[config.mk]
export PLATFORM = sky130hd
export DESIGN_NAME = pixel_blend_light_unit_655_unit
export DESIGN_NICKNAME = d
export VERILOG_FILES = /design/src/rtl/pbl_pkg.sv /design/src/rtl/pixel_blend_light_unit_655_unit.sv /design/src/rtl/pbl_blend.sv /design/src/rtl/pbl_light.sv
export SDC_FILE = /design/constraint.sdc
export NUM_CORES = 1
export LEC_CHECK = 0
export BUFFER_PORTS_ARGS = -buffer_cell sky130_fd_sc_hd__buf_2
export CORE_AREA = 2 2 176 178
export DETAILED_ROUTE_END_ITERATION = 8
export DIE_AREA = 0 0 178 180
export PLACE_DENSITY_LB_ADDON = 0.2
export SLEW_MARGIN = 20
export SYNTH_ARGS = -nofsm -noshare
export SYNTH_HDL_FRONTEND = slang
export SYNTH_SLANG_ARGS = --single-unit
[constraint.sdc]
create_clock -name i_clk -period 19.7 [get_ports i_clk]
set_clock_uncertainty 0.1 [all_clocks]
set_input_delay 3.94 -clock i_clk [delete_from_list [all_inputs] [get_ports i_clk]]
set_output_delay 3.94 -clock i_clk [all_outputs]
set_load 0.005 [all_outputs]
[src/rtl/pbl_pkg.sv]
// Shared operation codes and Y/V/U field constants for the pixel blend and light unit.
package pbl_pkg;

    typedef enum logic [2:0] {
        OP_EVEN         = 3'd0,
        OP_THREE_ONE    = 3'd1,
        OP_TWELVE_FOUR  = 3'd2,
        OP_FOURTEEN_TWO = 3'd3,
        OP_RATIO        = 3'd4,
        OP_LIGHT        = 3'd5
    } t_op;

    localparam logic [15:0] MASK_EVEN = 16'hFBDF;
    localparam logic [15:0] MASK_Y    = 16'hFC00;
    localparam logic [15:0] MASK_V    = 16'h03E0;
    localparam logic [15:0] MASK_U    = 16'h001F;
    localparam logic [15:0] RND_Y     = 16'h2000;
    localparam logic [15:0] RND_V     = 16'h0100;
    localparam logic [15:0] RND_U     = 16'h0008;

endpackage

[src/rtl/pixel_blend_light_unit_655_unit.sv]
// Top level of the pixel blend and light unit: input register, operation units, result register.
//
// Takes one item on every clock at which start is high; busy never rises, so
// items may follow each other on every cycle. The operands are registered, the
// blend or light result is worked out in one pass of logic and registered
// again, so each result is driven with o_done straight from the result
// registers, in the order the items came. The result is shown for that
// single cycle only and cannot be held back, so the receiver must take it then.
module pixel_blend_light_unit_655_unit (
    input  logic        i_clk,
    input  logic        i_rst_n,
    input  logic        start,
    output logic        busy,
    input  logic [2:0]  i_operation,
    input  logic [15:0] i_pixel_a,
    input  logic [15:0] i_pixel_b,
    input  logic [7:0]  i_ratio,
    input  logic [15:0] i_light,
    output logic        o_done,
    output logic [15:0] o_pixel_out
);
    import pbl_pkg::*;

    logic        r_valid;
    logic [2:0]  r_op;
    logic [15:0] r_pixel_a;
    logic [15:0] r_pixel_b;
    logic [7:0]  r_ratio;
    logic [15:0] r_light;
    logic        r_done;
    logic [15:0] r_pixel_out;
    logic [15:0] n_pixel_out;
    logic [15:0] blend_pixel;
    logic [15:0] light_pixel;
    t_op         op;

    assign busy = 1'b0;
    assign op   = t_op'(r_op);

    always_ff @(posedge i_clk) begin
        if (!i_rst_n) begin
            r_valid <= 1'b0;
            r_done  <= 1'b0;
        end else begin
            r_valid <= start && !busy;
            r_done  <= r_valid;
        end
    end

    always_ff @(posedge i_clk) begin
        if (start && !busy) begin
            r_op      <= i_operation;
            r_pixel_a <= i_pixel_a;
            r_pixel_b <= i_pixel_b;
            r_ratio   <= i_ratio;
            r_light   <= i_light;
        end
        r_pixel_out <= n_pixel_out;
    end

    pbl_blend u_blend (
        .i_op      (op),
        .i_pixel_a (r_pixel_a),
        .i_pixel_b (r_pixel_b),
        .i_ratio   (r_ratio),
        .o_pixel   (blend_pixel)
    );

    pbl_light u_light (
        .i_pixel (r_pixel_a),
        .i_light (r_light),
        .o_pixel (light_pixel)
    );

    // Codes past the light scale have no operation and give a zero pixel.
    always_comb begin
        case (op) inside
            OP_EVEN, OP_THREE_ONE, OP_TWELVE_FOUR, OP_FOURTEEN_TWO, OP_RATIO: begin
                n_pixel_out = blend_pixel;
            end
            OP_LIGHT: n_pixel_out = light_pixel;
            default:  n_pixel_out = 16'h0000;
        endcase
    end

    assign o_done      = r_done;
    assign o_pixel_out = r_pixel_out;

    a_latency: assert property (@(posedge i_clk) disable iff (!i_rst_n)
        (start && !busy) |-> ##2 o_done)
        else $error("accepted item did not produce a result two cycles later");

    a_no_spurious: assert property (@(posedge i_clk) disable iff (!i_rst_n)
        o_done |-> $past(start, 2))
        else $error("result strobe without an accepted item");

    a_unused_zero: assert property (@(posedge i_clk) disable iff (!i_rst_n)
        (r_valid && r_op > 3'(OP_LIGHT)) |=> (o_pixel_out == 16'h0000))
        else $error("unused operation code gave a nonzero pixel");

endmodule

[src/rtl/pbl_blend.sv]
// Two-pixel blends: even average, three-to-one and the weighted per-channel blends.
module pbl_blend (
    input  pbl_pkg::t_op i_op,
    input  logic [15:0]  i_pixel_a,
    input  logic [15:0]  i_pixel_b,
    input  logic [7:0]   i_ratio,
    output logic [15:0]  o_pixel
);
    import pbl_pkg::*;

    logic [16:0] sum_ab;
    logic [15:0] avg_ab;
    logic [16:0] sum_three;
    logic [15:0] avg_three;
    logic [7:0]  wa;
    logic [7:0]  wb;
    logic        use_shift8;
    logic [24:0] acc_y;
    logic [24:0] acc_v;
    logic [24:0] acc_u;
    logic [15:0] sh_y;
    logic [15:0] sh_v;
    logic [15:0] sh_u;
    logic [15:0] weighted;

    assign sum_ab    = {1'b0, i_pixel_a & MASK_EVEN} + {1'b0, i_pixel_b & MASK_EVEN};
    assign avg_ab    = sum_ab[16:1];
    assign sum_three = {1'b0, i_pixel_a & MASK_EVEN} + {1'b0, avg_ab & MASK_EVEN};
    assign avg_three = sum_three[16:1];

    always_comb begin
        case (i_op)
            OP_TWELVE_FOUR: begin
                wa         = 8'd12;
                wb         = 8'd4;
                use_shift8 = 1'b0;
            end
            OP_FOURTEEN_TWO: begin
                wa         = 8'd14;
                wb         = 8'd2;
                use_shift8 = 1'b0;
            end
            default: begin
                wa         = 8'd255 - i_ratio;
                wb         = i_ratio;
                use_shift8 = 1'b1;
            end
        endcase
    end

    // One multiplier pair per channel serves all three weighted blends.
    assign acc_y = 25'(i_pixel_a & MASK_Y) * 25'(wa) + 25'(i_pixel_b & MASK_Y) * 25'(wb)
                 + 25'(RND_Y);
    assign acc_v = 25'(i_pixel_a & MASK_V) * 25'(wa) + 25'(i_pixel_b & MASK_V) * 25'(wb)
                 + 25'(RND_V);
    assign acc_u = 25'(i_pixel_a & MASK_U) * 25'(wa) + 25'(i_pixel_b & MASK_U) * 25'(wb)
                 + 25'(RND_U);

    assign sh_y = use_shift8 ? acc_y[23:8] : acc_y[19:4];
    assign sh_v = use_shift8 ? acc_v[23:8] : acc_v[19:4];
    assign sh_u = use_shift8 ? acc_u[23:8] : acc_u[19:4];

    assign weighted = (sh_y & MASK_Y) | (sh_v & MASK_V) | (sh_u & MASK_U);

    always_comb begin
        case (i_op)
            OP_EVEN:      o_pixel = avg_ab;
            OP_THREE_ONE: o_pixel = avg_three;
            default:      o_pixel = weighted;
        endcase
    end

endmodule

[src/rtl/pbl_light.sv]
// Light scaling of one pixel with per-channel saturation.
module pbl_light (
    input  logic [15:0] i_pixel,
    input  logic [15:0] i_light,
    output logic [15:0] o_pixel
);
    import pbl_pkg::*;

    logic [11:0]        ten_lvl;
    logic signed [12:0] scale;
    logic [9:0]         scale_y;
    logic [25:0]        prod_y;
    logic [26:0]        sum_y;
    logic [18:0]        q_y;
    logic [15:0]        sat_y;
    logic signed [5:0]  d_u;
    logic signed [18:0] prod_u;
    logic signed [11:0] q_u;
    logic [4:0]         sat_u;
    logic signed [10:0] d_v;
    logic signed [21:0] prod_v;
    logic signed [14:0] q_v;
    logic [9:0]         sat_v;

    // The scale is 640 minus ten times the level in light bits 15:8.
    assign ten_lvl = {1'b0, i_light[15:8], 3'b000} + {3'b000, i_light[15:8], 1'b0};
    assign scale   = 13'sd640 - $signed({1'b0, ten_lvl});
    assign scale_y = scale[12] ? 10'd0 : scale[9:0];

    assign prod_y = 26'(i_pixel & MASK_Y) * 26'(scale_y);
    assign sum_y  = {1'b0, prod_y} + 27'h1FFFF;
    assign q_y    = sum_y[26:8];
    assign sat_y  = (|q_y[18:16]) ? 16'hFFFF : q_y[15:0];

    // Chroma is scaled about its midpoint; dropping the low bits is a floor.
    assign d_u    = $signed({1'b0, i_pixel[4:0]}) - 6'sd16;
    assign prod_u = 19'(d_u) * 19'(scale);
    assign q_u    = 12'($signed(prod_u[18:8])) + 12'sd16;
    always_comb begin
        if (q_u < 12'sd0) begin
            sat_u = 5'd0;
        end else if (q_u > 12'sd31) begin
            sat_u = 5'd31;
        end else begin
            sat_u = q_u[4:0];
        end
    end

    assign d_v    = $signed({1'b0, i_pixel[9:5], 5'b00000}) - 11'sd512;
    assign prod_v = 22'(d_v) * 22'(scale);
    assign q_v    = 15'($signed(prod_v[21:8])) + 15'sd512;
    always_comb begin
        if (q_v < 15'sd0) begin
            sat_v = 10'd0;
        end else if (q_v > 15'sd1023) begin
            sat_v = 10'd1023;
        end else begin
            sat_v = q_v[9:0];
        end
    end

    assign o_pixel = (sat_y & MASK_Y) | ({6'd0, sat_v} & MASK_V) | ({11'd0, sat_u} & MASK_U);

endmodule
==> results of run 1 <==
## metrics by stage
step / utilization, % / setup slack (ns) / hold slack [ns]
floorplan: - / 12.26 / 0.3118
global placement: 66.31 / 11.21 / 0.3166
detailed placement: 66.31 / 11.06 / 0.3243
CTS: 67.37 / 11.04 / 0.3376
global route: 67.37 / 10.55 / 0.3678
finish: 67.37 / 11.02 / 0.3319
## synth_stat cells, types with 8 or more instances
cell,instances
a211oi_1,12
a21o_1,37
a21oi_1,77
a311oi_1,8
a31oi_1,9
and2_1,139
and3_1,69
clkbuf_1,67
dfxtp_1,18
edfxtp_1,51
fa_1,272
ha_1,300
inv_1,341
nand2_1,230
nand2b_1,12
nand3_1,17
nor2_1,109
nor2b_1,32
nor3_1,25
o21a_1,11
o21ai_0,35
o21bai_1,11
or2_2,12
xnor2_1,100
xor2_1,31
## sequential cells by signal, indices dropped and copies added, names as in the netlist
signal and cells:
o_done 1, op 3, o_pixel_out 16, r_valid 1, r_pixel_b 16, r_pixel_a 16
r_light 8, r_ratio 8
## cell families (layout without fill, tap and decap cells)
group                    count (synthesis)  after routing
AO/OA/AOI/OAI                          268            268
AND/OR/NAND/NOR                        684            684
buffers and inverters                  420            459
other                                    1              2
XOR/XNOR                               134            134
adder cells (fa/ha/maj)                572            572
flip-flops                              69             69
multiplexers                             8              8
## placed cells by master (no fill, tap or decap), types with 8 or more instances in the layout
cell type / n
inv_1: 341
ha_1: 300
fa_1: 272
nand2_1: 230
and2_1: 139
nor2_1: 109
xnor2_1: 100
a21oi_1: 77
buf_2: 70
and3_1: 69
edfxtp_1: 51
a21o_1: 37
o21ai_0: 35
nor2b_1: 32
xor2_1: 31
buf_4: 30
nor3_1: 25
dfxtp_1: 18
nand3_1: 17
nand2b_1: 12
or2_2: 12
a211oi_1: 12
o21bai_1: 11
o21a_1: 11
clkbuf_16: 10
a31oi_1: 9
a311oi_1: 8
## final cells by class
type / count / area (µm²)
timing repair buffer: 100 / 575.6
antenna: 1 / 2.502
fill: 2439 / 9849
clock inverter: 6 / 67.56
inverter: 343 / 1287
clock buffer: 10 / 250.2
sequential: 69 / 1892
multi-input combinational: 1667 / 15770
tap: 396 / 495.5
## worst max-delay path by stage
stage,start,slack (ns),to,cells after the start
finish,r_light[8],11.02,o_pixel_out[5],30
floorplan,r_light[8],12.26,o_pixel_out[5],28
global route,r_light[8],10.55,o_pixel_out[5],31
CTS,r_light[8],11.04,o_pixel_out[5],30
global placement,r_light[8],11.21,o_pixel_out[5],30
detailed placement,r_light[8],11.06,o_pixel_out[5],30
## metal layers
metal	vias up	GRT usage, %	routed length [µm]
li1	7053	-	-
met1	7414	38.37	18830
met2	405	51.92	22490
met3	104	4.949	2451
met4	0	11.25	1418
met5	-	0	0
## worst register-to-register path, delay by kind of cell, from the launching register on
family / cells / cell delay, ns
multiplexers: 1 / 0.34
XOR/XNOR: 2 / 1.01
buffers and inverters: 5 / 0.56
AO/OA/AOI/OAI: 9 / 2.48
flip-flops: 1 / 0.32
AND/OR/NAND/NOR: 5 / 0.80
adder cells (fa/ha/maj): 8 / 2.95
==> results.md, run 1 <==
- Status: finished, final reports clean
- Syn nets: 2790
- Bufs on Longest Clock Path: 2
- Clk_lat worst skew: 0.37 ns
- Final Max Slew Viols: 0
- Syn-to-layout area delta: 5.600%
- Layout Cells excl Fill: 2592
- Hold Path Stages: 1
- Final critical path time including I/O delays and setup: 8.675 ns
- Worst Min Path Start: r_valid
- # hold bufs at CTS: 0
- Max Fclk: 0.1153 GHz
- Fin. Hold Viols: 0
- Hold Path Class: reg -> reg
- Synth warn: 0
- R2R Path End: o_pixel_out[5]
- CTS buffer count: 9
- Synth Instances: 2156
- Synthesized-area fraction occupied by and/or/nand/nor cells: 17.84%
- Synth area leaders: fa_1, ha_1, edfxtp_1
- Seq/Total Area, Yosys: 9.822%
- Cell Rows: 64
- Final wirelength: 45190 µm
- Vias in the first global route: 15980
- Reg2reg setup slack: 11.02 ns
- H-tree Lvls: 3
- Post-DP Area: 20020 µm²
- Clock root cell: clkbuf_16
- Critical path buffers and inverters: 5
- Initial Util: 63.80%
- Fin area: 20340 µm²
- Post-synth EDFFs: 51
- Crit-path leading delay family: adder cells
- Final setup fails: 0
- Post-CTS setup repair buffer count: 0
- Sink Count: 69
- Critical path startpoint category: flop
- DIE WIDTH: 178 µm
- Yosys reg bits: 69
- Cell count of the worst reg-to-reg path: 30
- Crit path kind: reg -> reg
- Synth Cell Area: 19260 µm²
- Detail Route Antenna Nets: 0
- Routed len/inst: 17.44 µm
- Total Routing Usage GR: 30.30%
- Compound-Gate Fraction of Synth Area: 9.556%
- Crit Path Max Fanout: 14
- MaxCap Viol Count: 0
- GP Congestion: 0.9184
- Arr. time, crit path: 8.82 ns
- RSZ-0062 raised after global routing: false
- Area leader, netlist: fa_1
- Worst path slowest cell: xnor2_1
- Die Area: 32040 µm²
- Routed vias: 14980
- Ys async rst share: 0%
- Least-Margin Pin Slew: 1.031 ns
- Reg clk slew, reported paths: 0.06 ns
- IO Pins: 80
- Slew margin rel.: 31.28%
- Fin crit share: 44.04%
- CTS tree: yes
- WP data required: 19.84 ns
- Largest net degree at the start of global routing: 57
- Via density: 5.778
- Post-Synth XOR/XNOR Area: 6.275%
- Worst reg2reg startpoint: r_light[8]
- Mux share of post-synthesis cell area: 0.4222%
- CP Capture Type: flop
- Total core area: 30190 µm²
- Critical path's largest stage delay: 0.75 ns
- Router iterations before antenna repair: 5
- Worst hold endpoint: o_done
- Detail Placement HPWL: 35570 µm
- Main combinational cell family by area after synthesis: adder cells
- Cell mode on critical path: ha_1
- Die span in y: 180 µm
- Top-area cell type share of the netlist area: 28.27%
- GRT overflow: 0
- Setup TNS: 0 ns
- First-pass GRT wire length: 76930 µm
- Placed cells: 2575
- Layout cells sized above 1: 6.925%
- Post-Synth Adder-Cell Area: 47.76%
- DRC: 0
- PortBufs: 70
- Synth Flop Type: edfxtp_1
- Number of distinct library cells after synthesis: 83
- Nets: 2824
- Initial antenna violation count: 0
- Count of cells resized by post-cts repair: 0
- Avg Inst Size Synth: 8.934 µm²
- Initial DRC count: 948
Power of run 1 is left out: the tool's default activity adds up to more than one toggle a clock period on the data nets, which glitch-free logic cannot reach.
==> run 2, diff against run 1 <==
- ABC_AREA: unset -> 1
- CORE_AREA: 2 2 176 178 -> 2 2 178 180
- DIE_AREA: 0 0 178 180 -> 0 0 180 182
- clock period: 19.7 -> 8.4 ns (I/O delays scaled with it)
==> run 2 against run 1 <==
  * Via count is 13% higher
  * Critical path depth grew 9
  * Global-route usage grew 2.1 points
  * Count of clock-buffer cells in the layout did not move
  * Synthesized cell count grew 22%
==> results.md, run 2 <==
- Slew margin rel.: 31.78% (was 31.28%)
- Nets: 3317 (was 2824)
- MaxCap Viol Count: 0 (unchanged)
- Critical path buffers and inverters: 5 (unchanged)
- IO Pins: 80 (unchanged)
- GRT overflow: 0 (unchanged)
- Status: finished, final reports clean (unchanged)
- Die Area: 32760 µm² (was 32040 µm²)
- Total core area: 30990 µm² (was 30190 µm²)
- Avg Inst Size Synth: 7.574 µm² (was 8.934 µm²)
- Clock root cell: clkbuf_16 (unchanged)
- Bufs on Longest Clock Path: 2 (unchanged)
- Router iterations before antenna repair: 6 (was 5)
- Critical path startpoint category: flop (unchanged)
- Detail Route Antenna Nets: 0 (unchanged)
- Yosys reg bits: 69 (unchanged)
- WP data required: 8.53 ns (was 19.84 ns)
- Critical path's largest stage delay: 0.53 ns (was 0.75 ns)
- Mux share of post-synthesis cell area: 0% (was 0.4222%)
- CTS tree: yes (unchanged)
- # hold bufs at CTS: 0 (unchanged)
- Worst setup margin: 0.9718 ns (was 11.02 ns)
- Final wirelength: 50090 µm (was 45190 µm)
- Reg clk slew, reported paths: 0.05 ns (was 0.06 ns)
- Most common cell after layout, fill and taps aside: inv_1 (unchanged)
- GP Congestion: 0.9423 (was 0.9184)
- CP Capture Type: flop (unchanged)
- Cell with the most instances after synthesis: inv_1 (unchanged)
- Clk_lat worst skew: 0.39 ns (was 0.37 ns)
- Seq/Total Area, Yosys: 9.527% (was 9.822%)
- H-tree Lvls: 3 (unchanged)
- Crit Path Max Fanout: 10 (was 14)
- Synth Instances: 2622 (was 2156)
- Synth area leaders: fa_1, ha_1, inv_1 (was fa_1, ha_1, edfxtp_1)
- Layout cells sized above 1: 6.845% (was 6.925%)
- Commonest cells in the netlist: inv_1, nand2_1, nor2_1 (was inv_1, ha_1, fa_1)
- Fin. Hold Viols: 0 (unchanged)
- Routed len/inst: 16.21 µm (was 17.44 µm)
- Fin crit share: 88.43% (was 44.04%)
- Place WS: 1.074 ns (was 11.06 ns)
- DRC: 0 (unchanged)
- RSZ-0062 raised after global routing: false (unchanged)
- CTS buffer count: 9 (unchanged)
- Final critical path time including I/O delays and setup: 7.428 ns (was 8.675 ns)
- Post-Synth XOR/XNOR Area: 3.692% (was 6.275%)
- Post-Synth Adder-Cell Area: 46.32% (was 47.76%)
- Cell mode on critical path: nand2_1 (was ha_1)
- First-pass GRT wire length: 84890 µm (was 76930 µm)
- Area leader, netlist: fa_1 (unchanged)
- Total Routing Usage GR: 32.43% (was 30.30%)
- Detail Placement HPWL: 41900 µm (was 35570 µm)
- Post-CTS setup repair buffer count: 0 (unchanged)
- Least-Margin Pin Slew: 1.019 ns (was 1.031 ns)
- Main combinational cell family by area after synthesis: adder cells (unchanged)
- Placed cells: 3074 (was 2575)
- Initial DRC count: 1164 (was 948)
- Die span in y: 182 µm (was 180 µm)
- Top-area cell type share of the netlist area: 27.42% (was 28.27%)
- Crit path kind: reg -> reg (unchanged)
- Max Fclk: 0.1346 GHz (was 0.1153 GHz)
- DIE WIDTH: 180 µm (was 178 µm)
- Sink Count: 69 (unchanged)
- Synth Flop Type: edfxtp_1 (unchanged)
- Arr. time, crit path: 7.56 ns (was 8.82 ns)
- Most frequent cells in the layout: inv_1, nand2_1, nor2_1 (was inv_1, ha_1, fa_1)
- Final Max Slew Viols: 0 (unchanged)
- Syn nets: 3256 (was 2790)
- Synth Cell Area: 19860 µm² (was 19260 µm²)
- Routed vias: 16960 (was 14980)
- Setup TNS: 0 ns (unchanged)
- Ys async rst share: 0% (unchanged)
- Syn-to-layout area delta: 5.595% (was 5.600%)
- Synthesized-area fraction occupied by and/or/nand/nor cells: 22.36% (was 17.84%)
- Largest net degree at the start of global routing: 53 (was 57)
- Cell Rows: 65 (was 64)
- Worst path slowest cell: fa_1 (was xnor2_1)
- Number of distinct library cells after synthesis: 59 (was 83)
- Count of cells resized by post-cts repair: 0 (unchanged)
- Final setup fails: 0 (unchanged)
- Hold Path Class: reg -> reg (unchanged)
- Diode count: 0 (was 1)
- PortBufs: 70 (unchanged)
- Post-synth EDFFs: 51 (unchanged)
- Layout Cells excl Fill: 3090 (was 2592)
- Vias in the first global route: 17370 (was 15980)
- Crit-path leading delay family: adder cells (unchanged)
- Synth warn: 0 (unchanged)
- Initial antenna violation count: 0 (unchanged)
- Initial Util: 64.09% (was 63.80%)
- Via density: 5.488 (was 5.778)
- Compound-Gate Fraction of Synth Area: 6.162% (was 9.556%)
==> run 2: changes by cell type in the layout (fill, tap and decap cells not counted), sizes merged, moves of 18 or more <==
cell | previous run | this run
inv | 343 | 564
nand4 | 4 | 22
a21o | 37 | 5
and3 | 73 | 0
nand2 | 230 | 576
nor2b | 32 | 0
xnor2 | 101 | 29
and2 | 139 | 1
nor2 | 109 | 345
nand3 | 17 | 80
xor2 | 31 | 53
==> run 2: worst paths after layout <==
path	start	endpoint	slack, ns	depth (start not counted)
worst max register to register	r_light[9]	o_pixel_out[5]	0.97	39
worst min-delay path	r_valid	o_done	0.32	2
worst min register to register	r_valid	o_done	0.32	2
worst max-delay path	r_light[9]	o_pixel_out[5]	0.97	39
==> run 2: layer usage <==
metal | routed length (µm) | track usage (%) | up-vias | part of all wire, %
met2 | 23440 | 53.89 | 600 | 47
met4 | 1844 | 12.72 | 0 | 3.7
met5 | 0 | 0 | - | 0
li1 | - | - | 8166 | -
met3 | 3599 | 4.954 | 105 | 7.2
met1 | 21210 | 42.85 | 8086 | 42
==> run 2: cell type report <==
class	count	area, µm²
clock inverter	6	31.28
fill	2665	10020
clock buffer	10	229.0
inverter	572	2147
timing repair buffer	99	568.0
tap	402	503.0
multi-input combinational	1932	15600
sequential	69	1892
==> run 2: logic make-up after synthesis <==
kind of cell / after synthesis
AO/OA/AOI/OAI: 208
other: 1
AND/OR/NAND/NOR: 1069
flip-flops: 69
XOR/XNOR: 82
adder cells (fa/ha/maj): 572
buffers and inverters: 621
==> run 2: tightest hold or removal path: cells and delay by family (launching register included) <==
family	cells	cell delay (ns)
flip-flops	1	0.31
buffers and inverters	1	0.04
AND/OR/NAND/NOR	1	0.05
==> run 2: stage by stage <==
stage          instance area, µm²  hold slack (ns)  utilization, %
6_report                    20970           0.3193           67.67
2_1_floorplan               19860           0.2900               -
3_3_place_gp                20710           0.3019           66.83
3_5_place_dp                20710           0.3116           66.83
4_1_cts                     20970           0.3250           67.67
5_1_grt                     20970           0.3426           67.67
Power of run 2 is left out for the same reason.
